### src/ihexld_pkg.sv
package ihexld_pkg;

   // Result kinds carried on the result channel's tuser.
   localparam logic [1:0] KIND_WRITE = 2'd0;
   localparam logic [1:0] KIND_END   = 2'd1;
   localparam logic [1:0] KIND_ERROR = 2'd2;

   // Record types of the hex format.
   localparam logic [7:0] REC_DATA      = 8'h00;
   localparam logic [7:0] REC_EOF       = 8'h01;
   localparam logic [7:0] REC_SEG_BASE  = 8'h02;
   localparam logic [7:0] REC_SEG_START = 8'h03;
   localparam logic [7:0] REC_LIN_BASE  = 8'h04;
   localparam logic [7:0] REC_LIN_START = 8'h05;

   localparam logic [7:0] CHAR_COLON = 8'h3A;

   // Parser phase, one-hot.
   typedef enum logic [7:0] {
      PH_COLON = 8'b0000_0001,
      PH_LEN   = 8'b0000_0010,
      PH_ADDR  = 8'b0000_0100,
      PH_TYPE  = 8'b0000_1000,
      PH_DATA  = 8'b0001_0000,
      PH_SUM   = 8'b0010_0000,
      PH_GAP   = 8'b0100_0000,
      PH_HALT  = 8'b1000_0000
   } phase_type;

   // One result item as it leaves the parser.
   typedef struct packed {
      logic        valid;
      logic [1:0]  kind;
      logic [63:0] address;
      logic [7:0]  data_byte;
   } result_type;

   // Value of one hex digit; anything that is not a hex digit counts as zero.
   function automatic logic [3:0] hex_value(input logic [7:0] c);
      logic [7:0] v;
      v = 8'd0;
      case (c) inside
         [8'h30:8'h39]: v = c - 8'h30;
         [8'h61:8'h66]: v = c - 8'h57;
         [8'h41:8'h46]: v = c - 8'h37;
         default:       v = 8'd0;
      endcase
      return v[3:0];
   endfunction

endpackage

### src/ihexld_parser.sv
module ihexld_parser
   import ihexld_pkg::*;
(
   input  logic       clock,
   input  logic       reset,
   input  logic       step,
   input  logic [7:0] character,
   output result_type result
);

   phase_type   phase_ff, phase_in;
   logic [1:0]  digit_count_ff, digit_count_in;
   logic [15:0] field_acc_ff, field_acc_in;
   logic [3:0]  high_nibble_ff, high_nibble_in;
   logic [7:0]  record_length_ff, record_length_in;
   logic [15:0] record_offset_ff, record_offset_in;
   logic [7:0]  record_kind_ff, record_kind_in;
   logic [7:0]  byte_index_ff, byte_index_in;
   logic [63:0] base_address_ff, base_address_in;
   logic [63:0] start_acc_ff, start_acc_in;

   logic [3:0]  digit;
   logic        byte_done;
   logic [7:0]  byte_value;
   logic [63:0] write_address;
   logic [15:0] acc_shifted;

   assign digit         = hex_value(character);
   assign byte_done     = (digit_count_ff != 2'd0);
   assign byte_value    = {high_nibble_ff, digit};
   assign acc_shifted   = {field_acc_ff[11:0], digit};
   assign write_address = (base_address_ff | {48'd0, record_offset_ff})
                          + {56'd0, byte_index_ff};

   // Next-state and result logic for one character.
   always_comb begin
      phase_in         = phase_ff;
      digit_count_in   = digit_count_ff;
      field_acc_in     = field_acc_ff;
      high_nibble_in   = high_nibble_ff;
      record_length_in = record_length_ff;
      record_offset_in = record_offset_ff;
      record_kind_in   = record_kind_ff;
      byte_index_in    = byte_index_ff;
      base_address_in  = base_address_ff;
      start_acc_in     = start_acc_ff;
      result           = '0;

      // Shared two-digit byte field handling.
      if (phase_ff == PH_LEN || phase_ff == PH_TYPE || phase_ff == PH_DATA ||
          phase_ff == PH_SUM) begin
         if (byte_done) begin
            digit_count_in = 2'd0;
         end else begin
            high_nibble_in = digit;
            digit_count_in = 2'd1;
         end
      end

      case (phase_ff)
         PH_COLON: begin
            if (!(character inside {8'h20, [8'h09:8'h0D]})) begin
               if (character != CHAR_COLON) begin
                  phase_in     = PH_HALT;
                  result.valid = 1'b1;
                  result.kind  = KIND_ERROR;
               end else begin
                  digit_count_in = 2'd0;
                  field_acc_in   = 16'd0;
                  phase_in       = PH_LEN;
               end
            end
         end
         PH_LEN: begin
            if (byte_done) begin
               record_length_in = byte_value;
               phase_in         = PH_ADDR;
            end
         end
         PH_ADDR: begin
            field_acc_in = acc_shifted;
            if (digit_count_ff == 2'd3) begin
               digit_count_in   = 2'd0;
               record_offset_in = acc_shifted;
               field_acc_in     = 16'd0;
               phase_in         = PH_TYPE;
            end else begin
               digit_count_in = digit_count_ff + 2'd1;
            end
         end
         PH_TYPE: begin
            if (byte_done) begin
               record_kind_in = byte_value;
               byte_index_in  = 8'd0;
               if (byte_value == REC_SEG_BASE || byte_value == REC_LIN_BASE) begin
                  base_address_in = 64'd0;
               end
               if (byte_value == REC_LIN_START) begin
                  start_acc_in = 64'd0;
               end
               if (byte_value == REC_EOF || record_length_ff == 8'd0) begin
                  phase_in = PH_SUM;
               end else begin
                  phase_in = PH_DATA;
               end
            end
         end
         PH_DATA: begin
            if (byte_done) begin
               case (record_kind_ff)
                  REC_DATA: begin
                     result.valid     = 1'b1;
                     result.kind      = KIND_WRITE;
                     result.address   = write_address;
                     result.data_byte = byte_value;
                  end
                  REC_SEG_BASE: begin
                     base_address_in = {base_address_ff[55:0], 8'd0}
                                       | {52'd0, byte_value, 4'd0};
                  end
                  REC_LIN_BASE: begin
                     base_address_in = {base_address_ff[55:0], 8'd0}
                                       | {40'd0, byte_value, 16'd0};
                  end
                  REC_LIN_START: begin
                     start_acc_in = {start_acc_ff[55:0], byte_value};
                  end
                  default: begin
                     // Start segment and unknown records drop their data.
                  end
               endcase
               if ({1'b0, byte_index_ff} + 9'd1 >= {1'b0, record_length_ff}) begin
                  phase_in = PH_SUM;
               end
               byte_index_in = byte_index_ff + 8'd1;
            end
         end
         PH_SUM: begin
            // The checksum is consumed but not checked.
            if (byte_done) begin
               if (record_kind_ff == REC_EOF) begin
                  phase_in       = PH_HALT;
                  result.valid   = 1'b1;
                  result.kind    = KIND_END;
                  result.address = start_acc_ff;
               end else begin
                  phase_in = PH_GAP;
               end
            end
         end
         PH_GAP: begin
            // The character after the checksum is dropped, whatever it is.
            phase_in = PH_COLON;
         end
         default: begin
            phase_in = PH_HALT;
         end
      endcase

      if (!step) begin
         result.valid = 1'b0;
      end
   end

   // Parser state advances once per transfer that reaches this stage.
   always_ff @(posedge clock) begin
      if (reset) begin
         phase_ff         <= PH_COLON;
         digit_count_ff   <= 2'd0;
         field_acc_ff     <= 16'd0;
         high_nibble_ff   <= 4'd0;
         record_length_ff <= 8'd0;
         record_offset_ff <= 16'd0;
         record_kind_ff   <= 8'd0;
         byte_index_ff    <= 8'd0;
         base_address_ff  <= 64'd0;
         start_acc_ff     <= 64'd0;
      end else if (step) begin
         phase_ff         <= phase_in;
         digit_count_ff   <= digit_count_in;
         field_acc_ff     <= field_acc_in;
         high_nibble_ff   <= high_nibble_in;
         record_length_ff <= record_length_in;
         record_offset_ff <= record_offset_in;
         record_kind_ff   <= record_kind_in;
         byte_index_ff    <= byte_index_in;
         base_address_ff  <= base_address_in;
         start_acc_ff     <= start_acc_in;
      end
   end

   // Once halted, the parser stays halted and produces nothing.
   a_halt_sticky: assert property (@(posedge clock) disable iff (reset)
      phase_ff == PH_HALT |=> phase_ff == PH_HALT)
      else $error("parser left the halted phase");

   a_halt_silent: assert property (@(posedge clock) disable iff (reset)
      phase_ff == PH_HALT |-> !result.valid)
      else $error("result produced while halted");

   a_end_from_sum: assert property (@(posedge clock) disable iff (reset)
      (result.valid && result.kind == KIND_END) |-> phase_ff == PH_SUM)
      else $error("end result outside the checksum phase");

   a_write_from_data: assert property (@(posedge clock) disable iff (reset)
      (result.valid && result.kind == KIND_WRITE) |->
      (phase_ff == PH_DATA && record_kind_ff == REC_DATA))
      else $error("byte write outside a data record");

endmodule

### src/ihexld_out_reg.sv
module ihexld_out_reg
   import ihexld_pkg::*;
(
   input  logic        clock,
   input  logic        reset,
   input  logic        step,
   input  result_type  result,
   output logic        out_valid,
   input  logic        out_ready,
   output logic [1:0]  out_kind,
   output logic [63:0] out_address,
   output logic [7:0]  out_data_byte
);

   logic        valid_ff, valid_in;
   logic [1:0]  kind_ff;
   logic [63:0] address_ff;
   logic [7:0]  data_ff;

   // A step replaces the held result; otherwise a taken transfer empties it.
   assign valid_in = step ? result.valid : (valid_ff && !out_ready);

   always_ff @(posedge clock) begin
      if (reset) begin
         valid_ff <= 1'b0;
      end else begin
         valid_ff <= valid_in;
      end
   end

   always_ff @(posedge clock) begin
      if (step && result.valid) begin
         kind_ff    <= result.kind;
         address_ff <= result.address;
         data_ff    <= result.data_byte;
      end
   end

   assign out_valid     = valid_ff;
   assign out_kind      = kind_ff;
   assign out_address   = address_ff;
   assign out_data_byte = data_ff;

   // The parser may only step when the held result is gone or being taken.
   a_no_overwrite: assert property (@(posedge clock) disable iff (reset)
      step |-> (!valid_ff || out_ready))
      else $error("held result overwritten before its transfer");

   // An error result always carries a zero address and data byte.
   a_error_zero: assert property (@(posedge clock) disable iff (reset)
      (valid_ff && kind_ff == KIND_ERROR) |-> (address_ff == 64'd0 && data_ff == 8'd0))
      else $error("error result with nonzero payload");

   a_kind_legal: assert property (@(posedge clock) disable iff (reset)
      valid_ff |-> kind_ff != 2'd3)
      else $error("result with an unused kind code");

endmodule

### src/intel_hex_record_loader_core.sv
// Channel   Direction  Ports                       Payload
// req       in         req_tvalid/tready/tdata     tdata[7:0] character
// rsp       out        rsp_tvalid/tready/tdata     tdata[63:0] address, [71:64] data_byte;
//                      rsp_tuser                   tuser[1:0] kind
//
// One character is taken per cycle while rsp is not stalled. A character passes an input
// register, then the parser logic and the result register, which offers its result on rsp.
// Reset is synchronous and clears the parser to wait for a colon.
// A stalled result stops the parser stage; the input register then holds one more
// character before req_tready drops.
module intel_hex_record_loader_core
   import ihexld_pkg::*;
(
   input  logic        clock,
   input  logic        reset,
   input  logic        req_tvalid,
   output logic        req_tready,
   input  logic [7:0]  req_tdata,   // [7:0] character
   output logic        rsp_tvalid,
   input  logic        rsp_tready,
   output logic [71:0] rsp_tdata,   // [63:0] address, [71:64] data_byte
   output logic [1:0]  rsp_tuser    // [1:0] kind
);

   logic       in_valid_ff, in_valid_in;
   logic [7:0] in_char_ff;
   logic       step;
   result_type result;
   logic [1:0]  out_kind;
   logic [63:0] out_address;
   logic [7:0]  out_data_byte;

   // The parser moves when a character is held and the result slot can take a result.
   assign step       = in_valid_ff && (!rsp_tvalid || rsp_tready);
   assign req_tready = !in_valid_ff || step;

   // Input register.
   assign in_valid_in = (req_tvalid && req_tready) || (in_valid_ff && !step);

   always_ff @(posedge clock) begin
      if (reset) begin
         in_valid_ff <= 1'b0;
      end else begin
         in_valid_ff <= in_valid_in;
      end
   end

   always_ff @(posedge clock) begin
      if (req_tvalid && req_tready) begin
         in_char_ff <= req_tdata;
      end
   end

   ihexld_parser u_parser (
      .clock     (clock),
      .reset     (reset),
      .step      (step),
      .character (in_char_ff),
      .result    (result)
   );

   ihexld_out_reg u_out_reg (
      .clock         (clock),
      .reset         (reset),
      .step          (step),
      .result        (result),
      .out_valid     (rsp_tvalid),
      .out_ready     (rsp_tready),
      .out_kind      (out_kind),
      .out_address   (out_address),
      .out_data_byte (out_data_byte)
   );

   assign rsp_tdata = {out_data_byte, out_address};
   assign rsp_tuser = out_kind;

endmodule
### config.mk
export PLATFORM = sky130hd
export DESIGN_NAME = intel_hex_record_loader_core
export DESIGN_NICKNAME = d
export VERILOG_FILES = /design/src/ihexld_pkg.sv /design/src/ihexld_parser.sv /design/src/ihexld_out_reg.sv /design/src/intel_hex_record_loader_core.sv
export SDC_FILE = /design/constraint.sdc
export NUM_CORES = 1
export LEC_CHECK = 0
export ABC_AREA = 1
export BUFFER_PORTS_ARGS = -buffer_cell sky130_fd_sc_hd__buf_2
export CAP_MARGIN = 20
export CORE_MARGIN = 2
export CORE_UTILIZATION = 40
export DETAILED_ROUTE_END_ITERATION = 8
export PLACE_DENSITY_LB_ADDON = 0.2
export REMOVE_ABC_BUFFERS = 1
export SYNTH_ARGS = -nofsm -noshare
export SYNTH_HDL_FRONTEND = slang
export SYNTH_SLANG_ARGS = --single-unit
### constraint.sdc
create_clock -name clock -period 4.6 [get_ports clock]
set_input_delay 0.46 -clock clock [delete_from_list [all_inputs] [get_ports clock]]
set_output_delay 0.46 -clock clock [all_outputs]
set_load 0.05 [all_outputs]
Word level (Yosys, flattened, before mapping)

Index checks and enable logic that the tools add are counted.

Add/subtract/negate cells: 7
Bitwise logic cells: 4
Muxes and demuxes: 47
Equality and inequality tests: 30
Order comparisons: 9
Reductions and logical operators: 37

Operators with widths:

| cell               | number |
|---|---|
| $pmux 64 s2        | 4 |
| $mux 64            | 7 |
| $mux 75            | 2 |
| $mux 67            | 2 |
| $mux 8             | 11 |
| $add 64x8->64      | 1 |
| $or 64x12->64      | 1 |
| $or 64x16->64      | 1 |
| $or 64x24->64      | 1 |
| $pmux 8 s7         | 1 |
| $eq 8x3->1 const B | 5 |
| $mux 12            | 3 |
| $eq 8x1->1 const B | 3 |
| $eq 8x2->1 const B | 3 |
| $pmux 12 s2        | 1 |
| $eq 8x6->1 const B | 2 |
| $ge 8x7->1 const B | 2 |
| $le 8x7->1 const B | 2 |
| $logic_not 8->1    | 2 |
| $pmux 8 s2         | 1 |
| $reduce_and 3->1   | 5 |
| $mux 4             | 3 |
| $ne 2x2->1 const B | 6 |
| $reduce_and 6->1   | 2 |
| 30 further kinds   | 63 |

Register bits after elaboration: 278

Depth between registers and ports, before layout

Depth after elaboration: 10
Depth in mapped cells: 18
Depth with buffers taken out: 17

Hierarchy

A second synthesis with hierarchy kept.

Cell total of the unflattened synthesis: 2052
Area, all modules: 14644.0 µm²

By module, submodules not included:

| module                       | cells an instance | seq. area each (µm²) | area an instance (µm²) | times used |
|---|---|---|---|---|
| ihexld_parser                | 1955              | 3803.6               | 12066.6                | 1 |
| ihexld_out_reg               | 81                | 2242.2               | 2275.9                 | 1 |
| intel_hex_record_loader_core | 16                | 260.2                | 301.5                  | 1 |

Worst setup path after synthesis

Ideal clock, no wire load.

Path kind: reg-to-reg
Start point: reg in_char_ff[0]
End point: reg u_out_reg.address_ff[0], in the netlist u_out_reg.out_address[0], enable pin
Setup slack: 1.242 ns
Path buffers: 0
Cell stages (with the launch flop): 11
Data arrival time: 2.929 ns
Required time: 4.171 ns
Period minus slack after synthesis: 3.358 ns
Cells stage by stage: edfxtp_1 > inv_1 > ha_1 > nand2_1 > nor2_1 > inv_1 > a21oi_1 > nor2_1 > nor2_1 > nand3b_1 > o211a_1

Cells in the longest elaborated chain, start to end: 7
Elaborated cells between the ends (all ways): 11

RTL lines:

| item                                     | line                               | RTL |
|---|---|---|
| from (decl)                              | intel_hex_record_loader_core.sv:26 | `logic [7:0] in_char_ff;` |
| from (signal assigned)                   | intel_hex_record_loader_core.sv:50 | `in_char_ff <= req_tdata;` |
| $ge 8x4->1 or $le 8x4->1 (tied branches) | ihexld_parser.sv:62                | `if (!(character inside {8'h20, [8'h09:8'h0D]})) begin` |
| $logic_and 1x1->1                        | ihexld_parser.sv:62                |  |
| $reduce_bool 2->1                        | ihexld_parser.sv:62                |  |
| $mux 3 (*)                               | ihexld_parser.sv:62                |  |
| $pmux 3 s3 (*)                           | ihexld_parser.sv:60                | `case (phase_ff)` |
| $mux 1 (*)                               | ihexld_parser.sv:160               | `if (!step) begin` |
| $logic_and 1x1->1 (*)                    | ihexld_out_reg.sv:32               | `if (step && result.valid) begin` |
| to (signal assigned)                     | ihexld_out_reg.sv:34               | `address_ff <= result.address;` |
| to (decl)                                | ihexld_out_reg.sv:17               | `logic [63:0] address_ff;` |

Mark *: on every way between the ends. The rest lies on a longest branch, timed or not.
A chain may end at the register's enable or synchronous reset.

==> results.toml <==
[outcome]
status = "completed"

[yosys]
synthAdderAreaFrac = 0.0230
ys.warnings.count = 0
yosys.area_share.simple = 0.297
avgSynthCellArea_um2 = 7.21
synth_enable_flop_cells = 82
synthFlopType = "dfxtp_1"
synth.area.mux_share = 0
synthTopCellsByArea = "dfxtp_1 28%, edfxtp_1 18%, nor2_1 10%"
synth-seq-cells = 274
ys_seq_area_frac = 0.452
ys_async_sr_fraction = 0
synth_compound_area_frac = 0.134
synth_top_family_by_area = "simple AND/OR/NAND/NOR gates"
synth_cell_type_count = 50
synth_common_cells = "382 x nor2_1, 379 x nand2_1, 192 x dfxtp_1"
synthMostInstantiatedCell = "nor2_1"
synthCells = 1934
synth.cell_area_um2 = 14000
synth_top_cell_by_area = "dfxtp_1"
synth-xor-area-share = 0.00628
yosys.area.top_type_share = 0.275

[cells_and_area]
final_area_um2 = 15700
areaGrowthSynthToFinish_pct = 12.3
nets = 2016
antennaDiodeCount = 0
drive_gt1_frac = 0.0964
final_core_util = 0.455

[floorplanning]
design.core.area_um2 = 34500
initial_utilization = 0.405
fp.dieH_um = 191
rows = 68
io_pins = 88
dieArea_um2 = 36400
die_w_um = 191

[detailed_routing]
viasPerCell = 5.13
routedWlPerCell_um = 15.9
dr.pass1.iters = 6
final_antenna_net_count = 0
route.vias.total = 12600
drt_iter0_markers = 984
routed_wl_mm = 39.0
drc_errors = 0

[sta]
rsz0062_at_grt = "no"
skew_ns = 0.0136
tightest_slew_ns = 1.01
finalSetupViolations = 0
slew_violations = 0
hold_viol = 0
fmax_ghz = 0.316
fin_crit_ns = 3.16
fin_crit_sh = 0.687
slew_headroom = 0.327

[global_route]
first_global_vias = 12000
grt-ovfl-total = 0
grt_use_total = 0.214
antenna_found_initial = 0
grt_pass1_wl_mm = 62.6
grt_max_degree = 100

[placed_design]
post_dp_cell_area_um2 = 14700
numPortBuffers = 87
gp_congestion = 0.885
hpwl_mm = 26.0

[setup_path]
critPathArrivalTime_ns = 3.49
criticalPathCategory = "register to register"
endpoint_kind = "register"
critPathMaxFanout = 6
critPathLaunchType = "register"
critPathRequiredTime_ns = 4.93

[power]
p_sw_uw = 1220
vdd_drop_max_v = 0.000260
p_leak_uw = 0.00591
powerDensity_nw_per_um2 = 331
p_sw_frac = 0.235
combinationalPowerShare = 0.043
p_int_uw = 3970
p_total_uw = 5180
p_seq_frac = 0.486
pwr-share-clk = 0.471

[cts]
holdBufCountCts = 0
clk_pin_slew_ns = 0.06
tritoncts = "built"
cts_resized = 0
clk-insertion-delay-late_ns = 0.57
cts.sinks = 274
cts_buffers = 31
post_cts_buffers = 0
clockRootBuffer = "clkbuf_16"
clock_path_buffers = 3
htreeDepth = 1

[min_path]
hp-class = "input pin to register"

[flow_run]
maxCapViolCount = 0
==> worst max-delay path, stage by stage, from the launching register on <==
cell	delay (ns)
dfxtp_1	0.43
ha_1	0.20
inv_1	0.06
fa_1	0.40
inv_1	0.09
nand3_1	0.06
nand2_1	0.14
nand2_1	0.10
nand2_1	0.16
nand2_1	0.13
nor2_2	0.24
nand2_1	0.20
nor2_1	0.31
nand2_1	0.13
nor2_1	0.11
nand2_1	0.06
nand3_1	0.08
nand2_1	0.05
==> cell type report <==
cell class              instances  area, um^2
fillers                      3568       18800
multi-input cells            1369        6450
flip-flops and latches        274        6310
clock buffers                  39         806
inverters                     196         738
repair buffers                107         623
well taps                     455         569
clock inverters                18         183
==> sequential cells by signal (all words and copies together), names as in the netlist <==
name                       flops
u_out_reg.out_valid            1
u_parser.byte_index_ff         8
u_parser.base_address_ff      60
u_out_reg.out_data_byte        8
in_valid_ff                    1
u_parser.start_acc_ff         64
u_parser.digit_count_ff        2
u_parser.record_kind_ff        8
u_parser.record_length_ff      8
u_parser.high_nibble_ff        4
u_out_reg.out_address         64
u_out_reg.out_kind             2
u_parser.record_offset_ff     16
u_parser.field_acc_ff         12
in_char_ff                     8
u_parser.phase_ff              8
==> power by group through the flow <==
| stage | combinational [uW] | sequential [uW] | clock (uW) |
|---|---|---|---|
| after floorplan | 117 | 2620 | 0 |
| after global placement | 221 | 2570 | 0 |
| after detailed placement | 223 | 2570 | 0 |
| after CTS | 224 | 2520 | 2500 |
| after global routing | 247 | 2520 | 2580 |
| final | 223 | 2520 | 2440 |
==> routing by layer <==
| metal | global-route usage | routed length (um) | up-vias |
|---|---|---|---|
| met3 | 0.0247 | 2020 | 62 |
| met2 | 0.359 | 17900 | 300 |
| li1 | - | - | 6412 |
| met5 | 0 | 0 | - |
| met1 | 0.287 | 18100 | 5829 |
| met4 | 0.0653 | 1010 | 0 |
==> path summary, 6_finish.rpt <==
| path | start | endpoint | slack, ns | cells past startpoint |
|---|---|---|---|---|
| max reg2reg | u_parser.byte_index_ff[0] | u_out_reg.out_address[62] | 1.44 | 17 |
| min | req_tdata[3] | in_char_ff[3] | 0.07 | 1 |
| max | u_parser.byte_index_ff[0] | u_out_reg.out_address[62] | 1.44 | 17 |
| min reg2reg | u_parser.field_acc_ff[10] | u_parser.field_acc_ff[10] | 0.46 | 2 |
==> metrics by stage <==
step | setup TNS, ns | worst slack [ns] | hold WS, ns | std cells
6_report | 0 | 1.44 | 0.0666 | 2458
5_1_grt | 0 | 1.10 | 0.0452 | 2458
3_3_place_gp | 0 | 1.52 | 0.453 | 2401
3_5_place_dp | 0 | 1.46 | 0.455 | 2401
4_1_cts | 0 | 1.44 | 0.0362 | 2458
2_1_floorplan | -26.81 | -0.362 | 0.436 | 1839
==> cell families after synthesis <==
kind of cell | count (synthesis)
flip-flops | 274
XOR/XNOR | 10
buffers and inverters | 291
adder cells (fa/ha/maj) | 25
AND/OR/NAND/NOR | 987
AO/OA/AOI/OAI | 347
==> layout by cell type (no fill, tap or decap), types with 3 or more instances in the layout <==
cell type / netlist / layout
nor3_1: 27 / 27
nor2_2: 7 / 6
o21bai_1: 5 / 5
xor2_1: 7 / 7
buf_12: 0 / 3
nand2_1: 379 / 378
clkinv_1: 0 / 3
xnor2_1: 3 / 3
nand2_2: 5 / 5
buf_2: 18 / 87
nor2_4: 2 / 3
nand4_1: 23 / 23
a31oi_1: 6 / 6
bufinv_16: 0 / 3
a21oi_1: 140 / 140
nand2_4: 2 / 3
or2_2: 7 / 7
clkinv_2: 0 / 7
o21ai_0: 104 / 104
inv_1: 190 / 189
a22oi_1: 6 / 6
edfxtp_1: 82 / 82
buf_4: 7 / 17
clkbuf_16: 0 / 31
o21ai_1: 41 / 41
o22ai_1: 30 / 30
clkinvlp_4: 0 / 4
nor2_1: 382 / 382
nor4_1: 8 / 8
inv_2: 6 / 6
nand3b_1: 8 / 8
ha_1: 24 / 24
o211ai_1: 4 / 4
dfxtp_1: 192 / 192
clkbuf_1: 59 / 8
nand3_1: 127 / 127
(Power assumes the default switching activity.)
